===== config.mk =====
export PLATFORM = sky130hd
export DESIGN_NAME = voxel_bounding_box
export DESIGN_NICKNAME = d
export VERILOG_FILES = /design/src/sv/vbb_pkg.sv /design/src/sv/vbb_ctrl.sv /design/src/sv/vbb_datapath.sv /design/src/sv/voxel_bounding_box.sv
export SDC_FILE = /design/constraint.sdc
export NUM_CORES = 2
export LEC_CHECK = 0
export BUFFER_PORTS_ARGS = -buffer_cell sky130_fd_sc_hd__buf_2
export CORE_MARGIN = 5
export CORE_UTILIZATION = 35
export DETAILED_ROUTE_END_ITERATION = 8
export GPL_TIMING_DRIVEN = 1
export PLACE_DENSITY = 0.53
export SETUP_SLACK_MARGIN = 0.05
export SLEW_MARGIN = 30
export SYNTH_ARGS = -nofsm -noshare
export SYNTH_HDL_FRONTEND = slang
export SYNTH_SLANG_ARGS = --single-unit

===== constraint.sdc =====
create_clock -name clk -period 11.45 [get_ports clk]
set_input_delay 0.5725 -clock clk [delete_from_list [all_inputs] [get_ports clk]]
set_output_delay 0.5725 -clock clk [all_outputs]
set_load 0.1 [all_outputs]

===== src/sv/vbb_pkg.sv =====
// Shared types, constants and register codes for the voxel bounding box block.
`default_nettype none
package vbb_pkg;

  localparam int COORD_WIDTH_DEF = 32;
  localparam int COUNT_WIDTH_DEF = 16;

  // Configuration registers
  localparam int CFG_W     = 31;
  localparam int CFG_IDX_W = 1;
  localparam logic [CFG_IDX_W-1:0] REG_VOXEL_WIDTH  = 1'b0;
  localparam logic [CFG_IDX_W-1:0] REG_VOXEL_HEIGHT = 1'b1;
  localparam logic [CFG_W-1:0]     VOXEL_SIZE_RST   = 31'd65536;

  // Axis codes
  localparam int AXIS_W = 2;
  localparam logic [AXIS_W-1:0] AXIS_X = 2'd0;
  localparam logic [AXIS_W-1:0] AXIS_Y = 2'd1;
  localparam logic [AXIS_W-1:0] AXIS_Z = 2'd2;

  typedef enum logic [4:0] {
    S_IDLE = 5'b00001,
    S_LOAD = 5'b00010,
    S_STEP = 5'b00100,
    S_MUL  = 5'b01000,
    S_FIN  = 5'b10000
  } vbb_state_t;

  typedef struct packed {
    logic              load_point; // accumulate the accepted centre
    logic              div_load;   // set up the divider for cmd axis
    logic              div_step;   // one quotient bit
    logic              div_last;   // last quotient bit: write the count
    logic              mul;        // first partial product
    logic              fin;        // final product, outputs, clear accumulators
    logic [AXIS_W-1:0] axis;
  } vbb_cmd_t;

endpackage
`default_nettype wire


===== src/sv/vbb_ctrl.sv =====
// Sequencer: point accumulation, per-axis division passes and the final product.
`default_nettype none
module vbb_ctrl
  import vbb_pkg::*;
#(
  parameter int COUNT_WIDTH = COUNT_WIDTH_DEF
) (
  input  wire logic clk,
  input  wire logic rst_n,
  input  wire logic start,
  input  wire logic last_point,
  output logic      busy,
  output vbb_cmd_t  cmd
);

  localparam int BIT_W = (COUNT_WIDTH > 1) ? $clog2(COUNT_WIDTH) : 1;
  localparam logic [BIT_W-1:0] BIT_LAST = BIT_W'(COUNT_WIDTH - 1);

  vbb_state_t        state_r, state_nxt;
  logic [AXIS_W-1:0] axis_r, axis_nxt;
  logic [BIT_W-1:0]  bit_r, bit_nxt;

  assign busy = (state_r != S_IDLE);

  always_comb begin
    state_nxt = state_r;
    axis_nxt  = axis_r;
    bit_nxt   = bit_r;
    cmd       = '0;
    cmd.axis  = axis_r;
    unique case (state_r)
      S_IDLE: begin
        axis_nxt = AXIS_X;
        cmd.load_point = start;
        if (start && last_point) begin
          state_nxt = S_LOAD;
        end
      end
      S_LOAD: begin
        cmd.div_load = 1'b1;
        bit_nxt = '0;
        state_nxt = S_STEP;
      end
      S_STEP: begin
        cmd.div_step = 1'b1;
        bit_nxt = bit_r + 1'b1;
        if (bit_r == BIT_LAST) begin
          cmd.div_last = 1'b1;
          axis_nxt = axis_r + 1'b1;
          state_nxt = (axis_r == AXIS_Z) ? S_MUL : S_LOAD;
        end
      end
      S_MUL: begin
        cmd.mul = 1'b1;
        state_nxt = S_FIN;
      end
      S_FIN: begin
        cmd.fin = 1'b1;
        state_nxt = S_IDLE;
      end
      default: begin
        state_nxt = S_IDLE;
      end
    endcase
  end

  always_ff @(posedge clk) begin
    if (!rst_n) begin
      state_r <= S_IDLE;
      axis_r  <= AXIS_X;
      bit_r   <= '0;
    end else begin
      state_r <= state_nxt;
      axis_r  <= axis_nxt;
      bit_r   <= bit_nxt;
    end
  end

endmodule
`default_nettype wire


===== src/sv/vbb_datapath.sv =====
// Corner accumulators, shared bit-serial divider, count product and result registers.
`default_nettype none
module vbb_datapath
  import vbb_pkg::*;
#(
  parameter int COORD_WIDTH = COORD_WIDTH_DEF,
  parameter int COUNT_WIDTH = COUNT_WIDTH_DEF
) (
  input  wire logic                          clk,
  input  wire logic                          rst_n,
  input  wire vbb_cmd_t                      cmd,
  input  wire logic                          cfg_we,
  input  wire logic [CFG_IDX_W-1:0]          cfg_index,
  input  wire logic [CFG_W-1:0]              cfg_wdata,
  input  wire logic signed [COORD_WIDTH-1:0] center_x,
  input  wire logic signed [COORD_WIDTH-1:0] center_y,
  input  wire logic signed [COORD_WIDTH-1:0] center_z,
  output logic                               out_valid,
  output logic signed [COORD_WIDTH-1:0]      box_min_x,
  output logic signed [COORD_WIDTH-1:0]      box_min_y,
  output logic signed [COORD_WIDTH-1:0]      box_min_z,
  output logic signed [COORD_WIDTH-1:0]      box_max_x,
  output logic signed [COORD_WIDTH-1:0]      box_max_y,
  output logic signed [COORD_WIDTH-1:0]      box_max_z,
  output logic [COUNT_WIDTH-1:0]             count_x,
  output logic [COUNT_WIDTH-1:0]             count_y,
  output logic [COUNT_WIDTH-1:0]             count_z,
  output logic [3*COUNT_WIDTH-1:0]           voxel_total
);

  // corner arithmetic wide enough for centre +/- half size without wrap
  localparam int EXT_W  = ((COORD_WIDTH > CFG_W) ? COORD_WIDTH : CFG_W) + 2;
  // grown extent: hi - lo + 2*size, never negative at a set end
  localparam int SPAN_W = ((COORD_WIDTH + 1 > CFG_W + 2) ? COORD_WIDTH + 1 : CFG_W + 2) + 1;
  localparam int HI_W   = SPAN_W - COUNT_WIDTH;
  localparam int CMP_W  = (HI_W > CFG_W) ? HI_W : CFG_W;

  localparam logic signed [COORD_WIDTH-1:0] COORD_MAX = {1'b0, {(COORD_WIDTH-1){1'b1}}};
  localparam logic signed [COORD_WIDTH-1:0] COORD_MIN = {1'b1, {(COORD_WIDTH-1){1'b0}}};
  localparam logic [COUNT_WIDTH-1:0] COUNT_MAX = {COUNT_WIDTH{1'b1}};

  logic [CFG_W-1:0] width_r, height_r;

  logic signed [COORD_WIDTH-1:0] center [3];
  logic signed [COORD_WIDTH-1:0] lo_r [3];
  logic signed [COORD_WIDTH-1:0] hi_r [3];
  logic [COUNT_WIDTH-1:0]        cnt_r [3];

  logic signed [COORD_WIDTH-1:0] out_min_r [3];
  logic signed [COORD_WIDTH-1:0] out_max_r [3];
  logic [COUNT_WIDTH-1:0]        out_cnt_r [3];
  logic [3*COUNT_WIDTH-1:0]      total_r;
  logic [2*COUNT_WIDTH-1:0]      prod_r;
  logic                          out_valid_r;

  // divider state
  logic [CFG_W-1:0]       rem_r, rem_nxt;
  logic [COUNT_WIDTH-1:0] num_r;
  logic [COUNT_WIDTH-1:0] quo_r, quo_nxt;
  logic                   sat_r, zero_r;

  assign center[0] = center_x;
  assign center[1] = center_y;
  assign center[2] = center_z;

  // configuration writes
  always_ff @(posedge clk) begin
    if (!rst_n) begin
      width_r  <= VOXEL_SIZE_RST;
      height_r <= VOXEL_SIZE_RST;
    end else if (cfg_we) begin
      unique case (cfg_index)
        REG_VOXEL_WIDTH:  width_r  <= cfg_wdata;
        REG_VOXEL_HEIGHT: height_r <= cfg_wdata;
        default: ;
      endcase
    end
  end

  // per-axis corner accumulation
  for (genvar g = 0; g < 3; g++) begin : g_axis
    logic [CFG_W-1:0]        size_g;
    logic signed [EXT_W-1:0] c_e, half_e, lo_e, hi_e;
    logic signed [COORD_WIDTH-1:0] lo_c, hi_c;

    assign size_g = (g == 2) ? height_r : width_r;
    assign c_e    = EXT_W'(center[g]);
    assign half_e = $signed(EXT_W'({1'b0, size_g[CFG_W-1:1]}));
    assign lo_e   = c_e - half_e;
    assign hi_e   = c_e + half_e;

    always_comb begin
      if (lo_e < EXT_W'(COORD_MIN)) begin
        lo_c = COORD_MIN;
      end else begin
        lo_c = lo_e[COORD_WIDTH-1:0];
      end
      if (hi_e > EXT_W'(COORD_MAX)) begin
        hi_c = COORD_MAX;
      end else begin
        hi_c = hi_e[COORD_WIDTH-1:0];
      end
    end

    always_ff @(posedge clk) begin
      if (!rst_n || cmd.fin) begin
        lo_r[g] <= COORD_MAX;
        hi_r[g] <= COORD_MIN;
      end else if (cmd.load_point) begin
        if (lo_c < lo_r[g]) lo_r[g] <= lo_c;
        if (hi_c > hi_r[g]) hi_r[g] <= hi_c;
      end
    end
  end

  // shared divider: grown extent / voxel size, one quotient bit a cycle
  logic [CFG_W-1:0]  size_sel;
  logic [SPAN_W-1:0] span;
  logic              span_pos;
  logic [CMP_W-1:0]  span_hi, size_cmp;
  logic [CFG_W:0]    trial, diff;
  logic              ge;

  always_comb begin
    unique case (cmd.axis)
      AXIS_Z:  size_sel = height_r;
      default: size_sel = width_r;
    endcase
  end

  assign span = SPAN_W'(hi_r[cmd.axis]) - SPAN_W'(lo_r[cmd.axis])
              + SPAN_W'({size_sel, 1'b0});
  assign span_pos = !span[SPAN_W-1] && (span != '0);
  assign span_hi  = CMP_W'(span[SPAN_W-1:COUNT_WIDTH]);
  assign size_cmp = CMP_W'(size_sel);

  assign trial   = {rem_r, num_r[COUNT_WIDTH-1]};
  assign ge      = (trial >= {1'b0, size_sel});
  assign diff    = trial - {1'b0, size_sel};
  assign rem_nxt = ge ? diff[CFG_W-1:0] : trial[CFG_W-1:0];
  assign quo_nxt = {quo_r[COUNT_WIDTH-2:0], ge};

  always_ff @(posedge clk) begin
    if (cmd.div_load) begin
      // quotient of COUNT_WIDTH bits overflows when the top part already reaches the size
      sat_r  <= (size_sel == '0) || (span_pos && (span_hi >= size_cmp));
      zero_r <= !span_pos;
      rem_r  <= span_hi[CFG_W-1:0];
      num_r  <= span[COUNT_WIDTH-1:0];
      quo_r  <= '0;
    end else if (cmd.div_step) begin
      rem_r <= rem_nxt;
      num_r <= {num_r[COUNT_WIDTH-2:0], 1'b0};
      quo_r <= quo_nxt;
    end
    if (cmd.div_last) begin
      if (sat_r) begin
        cnt_r[cmd.axis] <= COUNT_MAX;
      end else if (zero_r) begin
        cnt_r[cmd.axis] <= '0;
      end else begin
        cnt_r[cmd.axis] <= quo_nxt;
      end
    end
  end

  // product in the mul and fin steps, and result registers
  always_ff @(posedge clk) begin
    if (cmd.mul) begin
      prod_r <= cnt_r[0] * cnt_r[1];
    end
    if (cmd.fin) begin
      total_r <= prod_r * cnt_r[2];
      for (int a = 0; a < 3; a++) begin
        out_min_r[a] <= lo_r[a];
        out_max_r[a] <= hi_r[a];
        out_cnt_r[a] <= cnt_r[a];
      end
    end
  end

  always_ff @(posedge clk) begin
    if (!rst_n) begin
      out_valid_r <= 1'b0;
    end else begin
      out_valid_r <= cmd.fin;
    end
  end

  assign out_valid   = out_valid_r;
  assign box_min_x   = out_min_r[0];
  assign box_min_y   = out_min_r[1];
  assign box_min_z   = out_min_r[2];
  assign box_max_x   = out_max_r[0];
  assign box_max_y   = out_max_r[1];
  assign box_max_z   = out_max_r[2];
  assign count_x     = out_cnt_r[0];
  assign count_y     = out_cnt_r[1];
  assign count_z     = out_cnt_r[2];
  assign voxel_total = total_r;

endmodule
`default_nettype wire


===== src/sv/voxel_bounding_box.sv =====
// Top level of the voxel bounding box block: sequencer and datapath.
//
//  channel | handshake            | payload
//  --------+----------------------+---------------------------------------------
//  in      | start, busy          | in_center_x/y/z, in_last_point
//  out     | out_valid (strobe)   | out_box_min/max_x/y/z, out_count_x/y/z,
//          |                      | out_voxel_total
//  cfg     | cfg_we               | cfg_index, cfg_wdata
//
// A centre without the last mark is taken with start; busy stays low.
// A centre with the last mark holds busy high while the shared one-bit-per-cycle
// divider runs over the three axes in turn and the count product is formed.
// out_valid pulses for one cycle as busy falls; the next transaction may be taken then.
// Synchronous active-low reset clears the box and restores both voxel sizes to 1.0.
// The receiver cannot stall; results are held until the next set completes.
`default_nettype none
module voxel_bounding_box
  import vbb_pkg::*;
#(
  parameter int COORD_WIDTH = COORD_WIDTH_DEF,
  parameter int COUNT_WIDTH = COUNT_WIDTH_DEF
) (
  input  wire logic                          clk,
  input  wire logic                          rst_n,
  input  wire logic                          start,
  output logic                               busy,
  input  wire logic signed [COORD_WIDTH-1:0] in_center_x,
  input  wire logic signed [COORD_WIDTH-1:0] in_center_y,
  input  wire logic signed [COORD_WIDTH-1:0] in_center_z,
  input  wire logic                          in_last_point,
  output logic                               out_valid,
  output logic signed [COORD_WIDTH-1:0]      out_box_min_x,
  output logic signed [COORD_WIDTH-1:0]      out_box_min_y,
  output logic signed [COORD_WIDTH-1:0]      out_box_min_z,
  output logic signed [COORD_WIDTH-1:0]      out_box_max_x,
  output logic signed [COORD_WIDTH-1:0]      out_box_max_y,
  output logic signed [COORD_WIDTH-1:0]      out_box_max_z,
  output logic [COUNT_WIDTH-1:0]             out_count_x,
  output logic [COUNT_WIDTH-1:0]             out_count_y,
  output logic [COUNT_WIDTH-1:0]             out_count_z,
  output logic [3*COUNT_WIDTH-1:0]           out_voxel_total,
  input  wire logic                          cfg_we,
  input  wire logic [CFG_IDX_W-1:0]          cfg_index,
  input  wire logic [CFG_W-1:0]              cfg_wdata
);

  vbb_cmd_t cmd;

  vbb_ctrl #(
    .COUNT_WIDTH (COUNT_WIDTH)
  ) u_ctrl (
    .clk        (clk),
    .rst_n      (rst_n),
    .start      (start),
    .last_point (in_last_point),
    .busy       (busy),
    .cmd        (cmd)
  );

  vbb_datapath #(
    .COORD_WIDTH (COORD_WIDTH),
    .COUNT_WIDTH (COUNT_WIDTH)
  ) u_datapath (
    .clk         (clk),
    .rst_n       (rst_n),
    .cmd         (cmd),
    .cfg_we      (cfg_we),
    .cfg_index   (cfg_index),
    .cfg_wdata   (cfg_wdata),
    .center_x    (in_center_x),
    .center_y    (in_center_y),
    .center_z    (in_center_z),
    .out_valid   (out_valid),
    .box_min_x   (out_box_min_x),
    .box_min_y   (out_box_min_y),
    .box_min_z   (out_box_min_z),
    .box_max_x   (out_box_max_x),
    .box_max_y   (out_box_max_y),
    .box_max_z   (out_box_max_z),
    .count_x     (out_count_x),
    .count_y     (out_count_y),
    .count_z     (out_count_z),
    .voxel_total (out_voxel_total)
  );

endmodule
`default_nettype wire

# --- Word-level counts from Yosys, hierarchy flattened ---
# Memories as Yosys holds them, arrays and structs flattened. A register that Yosys moved wholly into a read port is not among the register bits.
# Index checks and enable logic that the tools add are counted.
op_classes:
  add_sub_neg: 11
  muxes: 76
  n_reduce_logical: 17
  multipliers: 2
  n_lt_le_gt_ge: 14
  bitwise_logic: 9
  n_eq_ne: 10
ops:
  columns: ["cell", "n"]
  rows:
  - ["$mux W32", 12]
  - ["$gt A34 B32 Y1 const B", 3]
  - ["$lt A34 B32 Y1 const B", 3]
  - ["$add A32 B31 Y33", 3]
  - ["$sub A32 B31 Y33", 3]
  - ["$gt A32 B32 Y1", 3]
  - ["$lt A32 B32 Y1", 3]
  - ["$mux W16", 4]
  - ["$mux W31", 2]
  - ["$mul A32 B16 Y48", 1]
  - ["$mux W1", 44]
  - ["$mux W18", 2]
  - ["$add A34 B32 Y34", 1]
  - ["$reduce_bool A34 Y1", 1]
  - ["$sub A32 B32 Y33", 1]
  - ["$ge A32 B31 Y1", 1]
  - ["$mul A16 B16 Y32", 1]
  - ["$ge A18 B31 Y1", 1]
  - ["$logic_not A31 Y1", 1]
  - ["$sub A31 B31 Y31", 1]
  - ["$pmux W5 S4", 1]
  - ["$mux W2", 6]
  - ["$mux W5", 2]
  - ["$or A1 B1 Y1", 8]
  - ["other kinds (20)", 31]
word_totals:
  n_memories: 6
  regBits: 218
  wordCells: 159
  in_bits: 133
  ramBits: 480
memory_table:
  columns: ["name", "depth", "width", "rd", "rd_clocked_by_memory_dff", "wr", "line", "text"]
  rows:
  - ["u_datapath.hi_r", 3, 32, 4, 1, 3, "vbb_datapath.sv:46", "logic signed [COORD_WIDTH-1:0] hi_r [3];"]
  - ["u_datapath.lo_r", 3, 32, 4, 1, 3, "vbb_datapath.sv:45", "logic signed [COORD_WIDTH-1:0] lo_r [3];"]
  - ["u_datapath.out_max_r", 3, 32, 3, 0, 3, "vbb_datapath.sv:50", "logic signed [COORD_WIDTH-1:0] out_max_r [3];"]
  - ["u_datapath.out_min_r", 3, 32, 3, 0, 3, "vbb_datapath.sv:49", "logic signed [COORD_WIDTH-1:0] out_min_r [3];"]
  - ["u_datapath.cnt_r", 3, 16, 3, 0, 1, "vbb_datapath.sv:47", "logic [COUNT_WIDTH-1:0] cnt_r [3];"]
  - ["u_datapath.out_cnt_r", 3, 16, 3, 0, 3, "vbb_datapath.sv:51", "logic [COUNT_WIDTH-1:0] out_cnt_r [3];"]

# --- Logic depth before layout (Yosys ltp) ---
depth:
  word_depth: 9
  depth_mapped: 37
  ltp_nobuf: 34

# --- Cells and area by module ---
# Synthesis repeated with hierarchy kept, for this count alone.
hier_totals:
  hier_cells: 7320
  hier_area_um2: 69122.5
by_module_without_submodules:
  columns: ["module", "n_inst", "cells_each", "area_each_um2"]
  rows:
  - ["vbb_datapath", 1, 7251, 68534.5]
  - ["vbb_ctrl", 1, 69, 588.1]

# --- Worst setup path before layout ---
# OpenSTA, ideal clock, no wires.
synth_timing:
  path_kind: "register -> register"
  from: "register u_ctrl.state_r[0]"
  to: "memory u_datapath.lo_r[2][0] (netlist name) (enable)"
  t_arrival_ns: 8.600
  t_required_ns: 10.984
  stages_incl_launch_ff: 6
  n_path_buf: 0
  synth_period_minus_slack_ns: 9.065
  path_slack_ns: 2.385
  cell_sequence: "dfxtp_1 -> nor2_1 -> nand3_1 -> inv_1 -> nor2_1 -> o21ai_0"
synth_rtl:
  columns: ["element", "line", "text"]
  rows:
  - ["start: declaration", "vbb_ctrl.sv:19", "vbb_state_t state_r, state_nxt;"]
  - ["start signal: assignment", "vbb_ctrl.sv:73", "state_r <= state_nxt;"]
  - ["end: declaration", "vbb_datapath.sv:45", null]

==> flow_summary.toml <==
[cells_and_area]
fillers = 19873
layout_common_cells = "inv_1, nand2_1, ha_1"
area_growth_pct = 12.0
stdcell_count = 10393
mostFrequentLayoutCell = "inv_1"
finalNetCount = 9114
drive_above_1_share_pct = 9.87

[power_and_ir_drop]
power_frac_seq_pct = 38.8
power_density_nw_per_um2 = 101
pwr-share-comb_pct = 23.6
p_switching_mw = 2.57
swShare_pct = 32.9
p_int_mw = 5.26
p_total_mw = 7.83
power_frac_clock_pct = 37.7
vdd_ir_drop_max_v = 0.000132
leakage_nw = 33.8

[cts]
cts-root-buf = "clkbuf_16"
clkTransAtPathRegs_ps = 70
cts_tree = "yes"
htreeDepth = 3
clk_path_buf_depth = 3
ctsResizeCount = 0
clk_latency_ps = 780
postCtsSetupBuffers = 0
cts_hold_buf = 2
numCtsBuffers = 89
cts.sinks = 700

[synthesis]
synthesis.area_sq_um = 68900
yosys-top-cells-area = "edfxtp_1, fa_1, ha_1"
ys_warn_count = 0
synthArstFlopShare_pct = 0
synth.distinct_cells = 96
ys_ff_latch = 700
synth_ff_type = "edfxtp_1"
synth_nets = 8805
synth.largest_area_cell = "edfxtp_1"
synth-edff-count = 596
synth-seq-area-share_pct = 29.0
syn_area_per_cell_sq_um = 9.39
syn_inst = 7343
synth_top_area_share_pct = 26.0

[job]
max_cap_violations = 0

[route]
drt_pass1_iterations = 8
routedLengthMet1_um = 92800
via_per_inst = 5.20
wl_met2_um = 116000
drc = 0
top_layer = "met5"
wl_um = 238000
num_vias = 54016
antenna_left = 0
wire_per_inst_um = 22.9
first_iter_violations = 4227
wl_met3_um = 11300

[setup_path]
crit_fanout = 17
start_kind = "flip-flop"
reg2reg_depth = 26
worst_ep_required_time_ps = 11920
critPathArrivalTime_ps = 9020
setup.worst_path.class = "flip-flop to flip-flop"
end_kind = "flip-flop"

[place]
io_buffers = 422
dpl.hpwl_um = 191000
dpl.cell_count = 10199
finalWeightedCongestion = 0.983

[sta]
hold_violations = 0
fin_crit_sh_pct = 74.8
rsz0062_at_grt = "false"
worst_pin_slew_ps = 963
max_freq_mhz = 117
setup_viol = 0
tns_ps = 0
max_slew_margin_pct = 33.9
slew_viol_final = 0
period_needed_ps = 8560
fin_skew_ps = 90.2

[global_route]
grt_pass1_vias = 54168
grt_first_pass_wirelength_um = 348000
grt_use_total_pct = 22.6
grt_max_degree = 93
antenna_found_initial = 28
grt-ovfl-total = 0

[die]
ioPinCount = 423
start_util_pct = 35.1
die_height_um = 454
fp.dieW_um = 454
row_count = 163
design.die.area_sq_um = 206000
core_area_sq_um = 197000

[min_path]
hold_depth = 3
min_path_type = "primary input to flip-flop"

[status]
status = "finished, final reports clean"
critical path: stages (launching register included):
cell and delay, ps:
dfxtp_1 540, inv_1 260, ha_1 530, nand3_1 180
nor3_2 270, nand2_1 150, or3_1 410, a211oi_1 710
o221a_2 400, o21ai_1 90, a22oi_1 390, nor3_2 180
a2111oi_0 740, ha_1 290, nand4_1 100, nor2_1 150
nand3_1 160, or3_1 480, a2111oi_0 620, buf_4 250
a21oi_1 60, nand2_1 70, a311o_1 120, xnor2_1 140
nor3_4 590, buf_8 250, o21ai_0 100
synthesized netlist by cell type, drive strengths merged, types with 26 or more instances:
cell type	instances
a31oi	29
nand4	67
mux2i	95
buf	45
dfxtp	104
nor2	381
o21a	45
nor3	84
nand3	56
o21ai	284
nand2	904
fa	621
a21o	185
ha	708
nand2b	100
a21oi	585
inv	1037
clkbuf	256
edfxtp	596
o21bai	68
a211oi	37
and3	26
xnor2	237
xor2	70
and2	334
nor2b	57
or2	52
worst paths after layout:
path,startpoint,to,slack [ps]
hold / removal,cfg_wdata[5],u_datapath.g_axis[0].size_g[5]$_SDFFE_PN0P_,70
setup / recovery,u_datapath.g_axis[0].size_g[19]$_SDFFE_PN0P_,u_datapath.lo_r[0][19]$_SDFFCE_PN1P_,2890
setup reg to reg,u_datapath.g_axis[0].size_g[19]$_SDFFE_PN0P_,u_datapath.lo_r[0][19]$_SDFFCE_PN1P_,2890
hold reg to reg,u_datapath.g_axis[2].size_g[0]$_SDFFE_PN0P_,u_datapath.g_axis[2].size_g[0]$_SDFFE_PN0P_,450
registers in the layout (all words and copies together) (netlist names), 31 cells and up, named ones only:
register,cells
u_datapath.out_cnt_r,48
u_datapath.rem_r,31
u_datapath.cnt_r,48
u_datapath.lo_r,96
u_datapath.out_min_r,96
u_datapath.prod_r,32
u_datapath.voxel_total,48
u_datapath.g_axis.size_g,62
u_datapath.out_max_r,96
u_datapath.hi_r,96
per-stage QoR:
step | instance area, sq um | worst slack [ps] | hold WS, ps | utilization, %
3_3_place_gp | 73900 | 2310 | 441 | 37.6
2_1_floorplan | 68900 | 2380 | 423 | -
6_report | 77200 | 2890 | 71.1 | 39.3
4_1_cts | 77100 | 3110 | 13.2 | 39.2
3_5_place_dp | 74100 | 3130 | 445 | 37.7
5_1_grt | 77200 | 2340 | 67.9 | 39.3
final cells by class:
class                   instances  area, sq um  share of cell area (%)
inverters                    1038         3900                    5.05
clock buffers                 114         2390                    3.10
diodes                         24         60.1                  0.0778
repair buffers                519         2930                    3.80
clock inverters                54          668                   0.865
well taps                    2640         3300                    4.28
flip-flops and latches        700        20000                    25.9
multi-input cells            5304        44000                    56.9
cells by family after synthesis:
kind of cell | count (synthesis) | share of synthesized area [%]
buf+inv | 1339 | 7.46
fa+ha+maj | 1330 | 30.9
xor+xnor | 307 | 3.90
flops | 700 | 29.0
mux | 99 | 1.44
compound gates | 1416 | 12.5
simple gates | 2152 | 14.8
metal layers:
metal | up-vias | global-route usage (%)
met2 | 1722 | 39.2
met1 | 26767 | 26.7
li1 | 25076 | -
met5 | - | 0
met4 | 4 | 14.1
met3 | 447 | 2.59
power groups by stage:
stage	clock (mW)	sequential [mW]	combinational [mW]
after floorplan	0	3.00	1.24
after global placement	0	3.09	1.77
after detailed placement	0	3.09	1.80
after CTS	3.03	3.04	1.82
after global routing	3.13	3.04	2.01
final	2.95	3.03	1.84
Power figures use the tool's default switching activity.
